`src/pda_pkg.sv`:
```
// Package for the Poisson deviance accumulator: widths, constants, the request record type.
// No dependencies.
`timescale 1ns / 1ps
`default_nettype none
package pda_pkg;
    localparam int          FRAC_BITS_DEF = 16;
    localparam logic [31:0] SCALE_RESET   = 32'd65536;
    localparam logic [31:0] LN2_Q32       = 32'd2977044472;
    localparam logic [63:0] SMAX          = 64'h7FFF_FFFF_FFFF_FFFF;
    localparam int          QDEPTH        = 4;

    typedef struct packed {
        logic [31:0] response;
        logic [31:0] mean;
        logic [31:0] weight;
        logic        last;
    } obs_t;
endpackage
`default_nettype wire

```
`src/pda_front.sv`:
```
// Front end: accepts observation requests, replaces a zero mean by one LSB,
// and queues them for the back end. Depends on pda_pkg.
`timescale 1ns / 1ps
`default_nettype none
module pda_front
    import pda_pkg::*;
(
    input  wire         clk,
    input  wire         rst_n,
    input  wire  [31:0] response,
    input  wire  [31:0] fitted_mean,
    input  wire  [31:0] weight,
    input  wire         last,
    input  wire         in_valid,
    output logic        in_ready,
    output logic        q_valid,
    output obs_t        q_data,
    input  wire         q_pop
);
    localparam int AW = $clog2(QDEPTH);
    obs_t          mem_reg [QDEPTH];
    logic [AW-1:0] wp_reg, rp_reg;
    logic [AW:0]   cnt_reg;
    logic          push;
    obs_t          item;

    assign in_ready = (cnt_reg != (AW+1)'(QDEPTH));
    assign push     = in_valid && in_ready;
    assign q_valid  = (cnt_reg != '0);
    assign q_data   = mem_reg[rp_reg];

    always_comb
    begin
        item.response = response;
        item.mean     = (fitted_mean == 32'd0) ? 32'd1 : fitted_mean;
        item.weight   = weight;
        item.last     = last;
    end

    always_ff @(posedge clk)
    begin
        if (push)
        begin
            mem_reg[wp_reg] <= item;
        end
    end

    always_ff @(posedge clk or negedge rst_n)
    begin
        if (!rst_n)
        begin
            wp_reg  <= '0;
            rp_reg  <= '0;
            cnt_reg <= '0;
        end
        else
        begin
            if (push)
            begin
                wp_reg <= wp_reg + AW'(1);
            end
            if (q_pop)
            begin
                rp_reg <= rp_reg + AW'(1);
            end
            cnt_reg <= cnt_reg + (AW+1)'(push) - (AW+1)'(q_pop);
        end
    end
endmodule
`default_nettype wire

```
`config.mk`:
```
export PLATFORM = sky130hd
export DESIGN_NAME = pda_front
export DESIGN_NICKNAME = d
export VERILOG_FILES = /design/src/pda_pkg.sv /design/src/pda_front.sv
export SDC_FILE = /design/constraint.sdc
export NUM_CORES = 1
export LEC_CHECK = 0
export BUFFER_PORTS_ARGS = -buffer_cell sky130_fd_sc_hd__buf_2
export CAP_MARGIN = 30
export CELL_PAD_IN_SITES_DETAIL_PLACEMENT = 0
export CELL_PAD_IN_SITES_GLOBAL_PLACEMENT = 2
export CORE_MARGIN = 2
export CORE_UTILIZATION = 48
export CTS_BUF_LIST = sky130_fd_sc_hd__clkbuf_8 sky130_fd_sc_hd__clkbuf_16
export CTS_CLUSTER_SIZE = 8
export DETAILED_ROUTE_END_ITERATION = 8
export HOLD_SLACK_MARGIN = 0.02
export PLACE_DENSITY = 0.93
export SYNTH_ARGS = -nofsm -noshare
export SYNTH_HDL_FRONTEND = slang
export SYNTH_SLANG_ARGS = --single-unit
```
`constraint.sdc`:
```
create_clock -name clk -period 3.8 [get_ports clk]
set_clock_uncertainty 0.2 [all_clocks]
set_input_delay 0.57 -clock clk [delete_from_list [all_inputs] [get_ports clk]]
set_output_delay 0.57 -clock clk [all_outputs]
set_load 0.01 [all_outputs]
```
# After elaboration in Yosys (flattened, before gate mapping)
# Memories as Yosys holds them, arrays and structs flattened.
# Index checks and enable logic that the tools add are counted.
dict set report op_classes {
  addsub 4
  multipliers 0
  div 0
  n_lt_le_gt_ge 0
  eq_ne 1
  shifts 0
  mux 3
  bitwise 0
  n_reduce_logical 3
}
# op n
set ops {}
lappend ops {{logical NOT 32 bit} 1}
lappend ops {{2-to-1 mux 32 bit} 1}
lappend ops {{adder 2 x 1 -> 2 bit, second input constant} 2}
lappend ops {{adder 3 x 1 -> 3 bit} 1}
lappend ops {{inequality test 3 bit, second input constant} 1}
lappend ops {{nonzero test 3 bit} 1}
lappend ops {{subtractor 3 x 1 -> 3 bit} 1}
lappend ops {{2-to-1 mux 1 bit} 2}
lappend ops {{logical AND 1 bit} 1}
dict set report totals {
  register_bits 7
  latch_bits 0
  ram_bits 388
  romBits 0
  inputBits 101
  output_inout_bits 99
  word_cells 15
  memories 1
}
# memory words width rd rd_ports_with_merged_regs write_ports line
set memory_table {}
lappend memory_table {mem_reg 4 97 1 0 1 pda_front.sv:21} ;# obs_t mem_reg [QDEPTH];

# Depth between registers and ports, before layout
# Gate-level depths: netlist of run 1.
dict set report depth {
  ltp_word 4
  ltp_mapped 10
  ltp_nobuf 10
}

# Worst setup path before layout of run 1
# OpenSTA, ideal clock, no wires.
dict set report synth_timing {
  kind {register -> register}
  startpoint {register cnt_reg[2]}
  endpoint {memory mem_reg[0][0] (netlist name) (enable)}
  setup_ps 412
  arrival_time_ps 1913
  required_ps 3188
  setup_slack_ps 1275
  stages_incl_launch_ff 3
  n_path_buf 0
  synth_period_minus_slack_ps 2525
  path_cell_list {dfrtp_1 -> or3b_4 -> and3_2}
}
dict set report synth_between {
  elab_chain_cells 4
}
# item line
set synth_lines {}
lappend synth_lines {{from (decl)} pda_front.sv:23} ;# logic [AW:0] cnt_reg;
lappend synth_lines {{from (signal assigned)} pda_front.sv:66} ;# cnt_reg <= cnt_reg + (AW+1)'(push) - (AW+1)'(q_pop);
lappend synth_lines {{inequality test 3 bit} pda_front.sv:27} ;# assign in_ready = (cnt_reg != (AW+1)'(QDEPTH));
lappend synth_lines {{net in_ready} pda_front.sv:15} ;# output logic in_ready,
lappend synth_lines {{logical AND 1 bit} pda_front.sv:28} ;# assign push = in_valid && in_ready;
lappend synth_lines {{2-to-1 mux 1 bit} pda_front.sv:42} ;# if (push)
lappend synth_lines {{2-to-1 mux 1 bit (not written as such)} pda_front.sv:44} ;# mem_reg[wp_reg] <= item;
lappend synth_lines {{to (decl)} pda_front.sv:21}
# The timed path passes the listed nets, and every way through them passes these cells.

==> results.md, run 1 <==
- Maximum vdd drop: 0.490 mV
- Pin count of the biggest net entering global routing: 63
- Final setup fails: 0
- Final Cycle Share: 81.9%
- Cell variety after synth: 21
- Worst hold-check path type: input pin to flop
- Die Wd: 178 um
- Avg WL per Cell: 21.8 um
- RSZ-0062 raised after global routing: no
- CTS tree: built
- # fillers: 2069
- GRT Overall Usage: 17.4%
- EDFF count, synth: 388
- Fmax: 321 MHz
- Internal power: 10200 uW
- Number of global-route vias before repair: 7248
- Initial DRC count: 427
- Synth Cell Area: 0.0146 mm^2
- Post-synthesis net count: 691
- First-pass GRT wire length: 40.9 mm
- Share of cells above drive strength 1: 44.4%
- Leak: 0.00619 uW
- Clk_lat worst skew: 0.54 ns
- Fin Setup TNS: 0 ns
- Post-synthesis sequential area ratio: 81.2%
- DR pass1 iterations: 5
- CP endpoint kind: output pin
- CORE AREA: 0.0297 mm^2
- Total power: 14100 uW
- Routed WL: 27.0 mm
- Routability cong.: 0.716
- Critical path class: flop to output pin
- Min Clock Period, post-route: 3.11 ns
- Syn_area_per_cell: 25.0 um^2
- Starting density of the core: 49.0%
- Number of remaining DRC errors: 0
- Setup WS pre-CTS: 1.19 ns
- Clock root buffer: clkbuf_16
- Die ar.: 0.0317 mm^2
- CTS sink cnt: 395
- Num CTS Buffers: 55
- Vias: 6677
- Worst Tran Pin Value: 0.725 ns
- H-tree depth: 2
- Pwr dens: 792 mW/mm^2
- Post-synth top flop: edfxtp_1
- Initial antenna violation count: 2
- Area Growth Syn to Fin: 22.5%
- Reg clk slew, reported paths: 0.05 ns
- Signal arrival time at the worst endpoint: 2.34 ns
- Seq. cell area: 0.0118 mm^2
- Sw Ratio: 27.8%
- DR vias/cell: 5.38
- Total gr overflow: 0
- Gate power share: 26.9%
- Post-CTS setup buffers: 0
- Post-synthesis async set-or-reset flop share: 1.77%
- Crit Path Max Fanout: 29
- Syn Inst Count: 583
- Hold violation total from the final report: 0
- Clock Path Buffers: 3
- Post-layout nets: 935
- DP HPWL: 15.9 mm
- Antenna-violating nets left: 0
- Register bit total from synthesis: 395
- Flop pwr share: 43.4%
- Slew margin rel.: 51.6%
- Critical Path RT: 3.03 ns
- Status: completed
- Setup ws final: 0.688 ns
- Clock network fraction of design power: 29.7%
- Multi-input gate area: 0.00248 mm^2
- Psw: 3930 uW
- Max FFs per register: 388
- Die Y-Extent: 178 um
- Row cnt: 63
- Final Slew Violations: 0
- # IOs: 200
- Max-Cap Viols: 0
- Worst setup SP type: flop
- Yosys warnings: 0
- Buffers on Ports: 199
==> Yosys cell counts, types with 2 or more instances <==
library cell / count / area [um^2]
clkbuf_1: 37 / 139
edfxtp_1: 388 / 11700
nor4_1: 8 / 50.1
and3_2: 4 / 30.0
nand4_1: 2 / 12.5
dfrtp_1: 7 / 175
buf_2: 12 / 60.1
xnor2_1: 4 / 35.0
buf_6: 3 / 33.8
inv_1: 6 / 22.5
ha_1: 6 / 75.1
mux4_2: 97 / 2180
==> repair_timing <==
action | 4_1_cts | 5_1_grt
gates resized for setup | 0 | 0
hold buffers | 29 | 0
endpoints found under the hold margin | 116 | 0
==> layer usage <==
| layer | wire length [um] | vias to the layer above | track usage [%] |
|---|---|---|---|
| met5 | 0 | - | 0 |
| met4 | 535 | 0 | 4.92 |
| met3 | 1890 | 51 | 3.94 |
| met2 | 13600 | 225 | 29.2 |
| met1 | 11000 | 3457 | 23.2 |
| li1 | - | 2944 | - |
==> worst paths after layout <==
path / endpoint / depth (start not counted) / slack [ns] / start
max: q_data[2] / 3 / 0.69 / rp_reg[0]
min: mem_reg[0][81] / 1 / 0.05 / response[16]
max reg2reg: cnt_reg[2] / 10 / 1.20 / cnt_reg[1]
min reg2reg: cnt_reg[0] / 1 / 0.35 / cnt_reg[0]
max in group asynchronous: rp_reg[0] / 2 / 3.00 / rst_n
min in group asynchronous: rp_reg[1] / 2 / 0.20 / rst_n
==> metrics by stage <==
step	cell area, um^2	instances	hold WS (ns)	util, %
2_1_floorplan	14600	583	0.0744	-
3_3_place_gp	16000	1131	0.219	53.9
3_5_place_dp	16000	1131	0.230	53.9
4_1_cts	17800	1239	0.0200	60.0
5_1_grt	17800	1240	0.0272	60.0
6_report	17800	1241	0.0491	60.0
==> logic make-up (layout without fill, tap and decap cells) <==
| kind of cell | Yosys count | count (layout) | synth area share (%) |
|---|---|---|---|
| AO/OA/AOI/OAI | 1 | 1 | 0.0516 |
| adder cells (fa/ha/maj) | 7 | 7 | 0.653 |
| AND/OR/NAND/NOR | 18 | 18 | 0.851 |
| flip-flops | 395 | 395 | 81.2 |
| multiplexers | 98 | 98 | 15.1 |
| XOR/XNOR | 5 | 5 | 0.301 |
| buffers and inverters | 59 | 325 | 1.80 |
| other | 0 | 2 | 0 |
==> power by group through the flow <==
stage | Combinational (uW) | Clock, uW | Sequential (uW)
after global placement | 3850 | 0 | 6180
after floorplan | 2570 | 0 | 5990
after global routing | 4130 | 4470 | 6220
after detailed placement | 3880 | 0 | 6230
final | 3800 | 4190 | 6140
after CTS | 3920 | 4290 | 6160
==> critical path, cell delays in order, from the launching register on <==
cell,delay [ns]
dfrtp_4,0.74
buf_12,0.32
mux4_2,0.55
buf_2,0.16
==> layout make-up <==
cell class	count	area share, %
Timing Repair Buffer	240	8.35
Sequential cell	395	66.4
Tap cell	390	2.74
Inverter	6	0.126
Clock inverter	23	0.603
Multi-Input combinational cell	129	13.9
Antenna cell	2	0.0281
Clock buffer	56	7.86
==> cell usage in the layout (no fill, tap or decap), types with 2 or more instances in the layout <==
cell type	instances
mux4_2	97
diode_2	2
nand4_1	2
clkbuf_16	56
buf_12	9
dfrtp_4	2
dfrtp_1	5
edfxtp_1	388
inv_1	26
xnor2_1	4
nor4_1	8
buf_4	3
and3_4	4
buf_2	199
dlygate4sd3_1	29
ha_1	6
Power figures use the tool's default switching activity.
==> run 2: changes to the inputs <==
ABC_AREA = 1   (was default)
CORE_UTILIZATION = 36   (was 48)
PLACE_DENSITY = 0.84   (was 0.93)
clock period = 2.6 ns   (was 3.8 ns; I/O delays follow)
==> run 2 against run 1 <==
Effect of this change: the run now ends with negative setup slack left; via count up 42%; clock-buffer cell count up 1; sequential share of layout area down 7.5 points; combinational power rose to 2.5 times the previous value; synthesized cell count up 79%; register-to-register slack worse by 0.74 ns; total power up 73%; sequential power up 42%; clock power up 48%; non-clock buffer count up 111; setup slack worse by 0.70 ns; synthesized area up 3.1%; critical path type unchanged; highest routed layer is now met5.
==> results.md, run 2 <==
- Status: finished with violations
- Failing checks: negative setup slack
- Post-synthesis sequential area ratio: 78.8% (-2.4 points)
- DR pass1 iterations: 5 (unchanged)
- Final Cycle Share: 100%
- Yosys top cell by area: edfxtp_1
- Most common cell after layout, fill and taps aside: edfxtp_1
- Die Y-Extent: 208 um (+17%)
- Initial DRC count: 546 (+28%)
- Worst hold-check path type: input pin to flop
- Syn_area_per_cell: 14.4 um^2 (-42%)
- Routed WL: 38.0 mm (+41%)
- DP HPWL: 18.9 mm (+18%)
- Fin Setup TNS: -0.0123 ns (-0.0123 ns)
- Die ar.: 0.0433 mm^2 (+37%)
- Placed instance count: 1704 (+51%)
- Most frequent cells in the layout: edfxtp_1 (388), buf_2 (196), nor2_1 (191)
- Number of remaining DRC errors: 0 (unchanged)
- Die Wd: 208 um (+17%)
- Routability cong.: 0.718 (+0.21%)
- Total gr overflow: 0 (unchanged)
- Pin count of the biggest net entering global routing: 61 (-3.2%)
- CP endpoint kind: output pin
- Maximum vdd drop: 0.752 mV (+53%)
- # IOs: 200 (unchanged)
- EDFF count, synth: 388 (unchanged)
- Most numerous cell in the Yosys netlist: edfxtp_1
- Row cnt: 74 (+17%)
- Synth top area share: 77.6% (-2.4 points)
- Final setup fails: 2 (+2)
- Synth Cell Area: 0.0150 mm^2 (+3.1%)
- Reg clk slew, reported paths: 0.06 ns (about the same)
- GRT Overall Usage: 16.8% (-0.64 points)
- Top cells by area, synth: edfxtp_1 (78%), nor2_1 (5.5%), o21ai_0 (5.1%)
- Post-synthesis async set-or-reset flop share: 1.77% (unchanged)
- Final Slew Violations: 0 (unchanged)
- H-tree depth: 2 (unchanged)
- CORE AREA: 0.0410 mm^2 (+38%)
- Buffers on Ports: 199 (unchanged)
- Critical Path RT: 2.01 ns (-1.02 ns)
- Clk_lat worst skew: 0.58 ns (+0.04 ns)
- Clock Path Buffers: 3 (unchanged)
- CP dominant cell by count: buf_12
- CTS sink cnt: 395 (unchanged)
- Cell variety after synth: 21 (unchanged)
- Min Clock Period, post-route: 2.61 ns
- Worst path top cell family by delay: buffers and inverters
- Antenna-violating nets left: 0 (unchanged)
- DR vias/cell: 4.99 (-7.3%)
- Syn Inst Count: 1041 (+79%)
- Hold violation total from the final report: 0 (unchanged)
- Share of cells above drive strength 1: 27.7% (-17 points)
- First-pass GRT wire length: 55.3 mm (+35%)
- CTS tree: built
- Setup ws final: -0.0116 ns (-0.699 ns)
- Final cell count without fillers: 1906 (+54%)
- Number of global-route vias before repair: 9467 (+31%)
- Vias: 9511 (+42%)
- Post-synthesis net count: 1149 (+66%)
- Worst setup SP type: flop
- Pwr dens: 1210 mW/mm^2 (+53%)
- CP cell instances: buf_12, clkinv_16, buf_12, clkbuf_16, nor2_4, o22ai_2, buf_2
- Post-synth top flop: edfxtp_1
- Max FFs per register: 388 (unchanged)
- Slew margin rel.: 66.6% (+15 points)
- WP buf/inv: 5 (+3)
- Register bit total from synthesis: 395 (unchanged)
- Num CTS Buffers: 55 (unchanged)
- Starting density of the core: 36.6% (-12 points)
- Worst Tran Pin Value: 0.500 ns (-0.226 ns)
- Max-Cap Viols: 0 (unchanged)
- Top post-synthesis cells by count: edfxtp_1 (388), nor2_1 (220), o21ai_0 (153)
- Leak: 0.00713 uW (+15%)
- Critical path class: flop to output pin
- Avg WL per Cell: 20.0 um (-8.3%)
- Signal arrival time at the worst endpoint: 2.02 ns (-0.32 ns)
- Area Growth Syn to Fin: 34.0%
- RSZ-0062 raised after global routing: yes
- Delay of the slowest critical-path stage: 0.50 ns (-0.24 ns)
- # fillers: 3460 (+67%)
- Yosys warnings: 0 (unchanged)
- Slowest CP cell: dfrtp_4
- Clock root buffer: clkbuf_16
- Fmax: 383 MHz
- Initial antenna violation count: 3 (+1)
- Post-layout nets: 1465 (+57%)
- Crit Path Max Fanout: 6 (-79%)
run 2: cell count changes after synthesis, moves of 4 or more:
| cell | change |
|---|---|
| and3_2 | -4 |
| buf_6 | +14 |
| clkbuf_1 | +22 |
| inv_1 | +5 |
| mux4_2 | -97 |
| nand2_1 | +13 |
| nor2_1 | +220 |
| nor4_1 | -8 |
| o21ai_0 | +153 |
| o21ai_1 | +42 |
| o22ai_1 | +97 |
run 2: per-layer routing:
layer  vias up  routed length [um]  GRT usage, %
met2       262               18800          28.7
met3        59                1980          3.50
li1       4496                   -             -
met1      4692               16500          21.4
met4         2                 749          5.51
met5         -                  13             0
run 2: worst min-delay path, cell delays in order:
cell	delay (ns)
buf_2	0.11
inv_1	0.04
o21ai_0	0.16
run 2: area by class of cell:
cell class              instances  area, um^2  share of cell area, %
well taps                     532         666                   3.31
clock buffers                  57        1430                   7.09
inverters                      13        87.6                  0.435
diodes                          2        5.00                 0.0249
clock inverters                15        56.3                  0.280
flip-flops and latches        395       11800                   58.8
multi-input cells             539        2950                   14.7
repair buffers                351        3060                   15.2
repair inverters                2        31.3                  0.156
run 2: power breakdown:
group | total [uW] | internal, uW | switching [uW] | leakage, uW
Sequential | 8720 | 8410 | 309 | 0.00363
Combinational | 9500 | 3800 | 5700 | 0.00272
Clock | 6200 | 3810 | 2400 | 0.000775
run 2: through the flow:
stage / utilization (%) / worst slack [ns] / area (um^2) / power, uW / hold WS (ns)
floorplan: - / -0.177 / 15100 / 13300 / -0.106
global placement: 40.4 / 0.438 / 16600 / 16100 / 0.0376
detailed placement: 40.4 / 0.423 / 16600 / 16200 / 0.0391
CTS: 47.9 / -0.0692 / 19600 / 23900 / 0.0338
global route: 49.0 / -0.115 / 20100 / 25800 / 0.0850
finish: 49.0 / -0.0116 / 20100 / 24400 / 0.0776
run 2: path summary, 6_finish.rpt:
kind | from | to | slack [ns] | cells after the start
max | rp_reg[0] | q_data[59] | -0.01 | 7
min | fitted_mean[0] | mem_reg[3][33] | 0.08 | 3
max reg2reg | cnt_reg[1] | cnt_reg[1] | 0.46 | 9
min reg2reg | cnt_reg[0] | cnt_reg[0] | 0.33 | 1
max in group asynchronous | rst_n | rp_reg[1] | 1.33 | 3
min in group asynchronous | rst_n | rp_reg[0] | 0.59 | 3
run 2: timing repair:
item / in CTS / in global routing
gates resized for setup: 70 / 112
setup endpoints to repair: 91 / 94
endpoints found under the hold margin: 395 / 0
cloned: 9 / 10
pin swaps: 9 / 30
buffers inserted: 10 / 2
hold buffers: 100 / 0
run 2: cells by family (layout without fill, tap and decap cells):
logic type | Yosys count | in the layout | synth area share (%)
AO/OA/AOI/OAI | 293 | 293 | 10.6
XOR/XNOR | 5 | 5 | 0.292
adder cells (fa/ha/maj) | 7 | 7 | 0.633
buffers and inverters | 107 | 438 | 3.86
flip-flops | 395 | 395 | 78.8
other | 0 | 2 | 0
AND/OR/NAND/NOR | 234 | 234 | 5.85
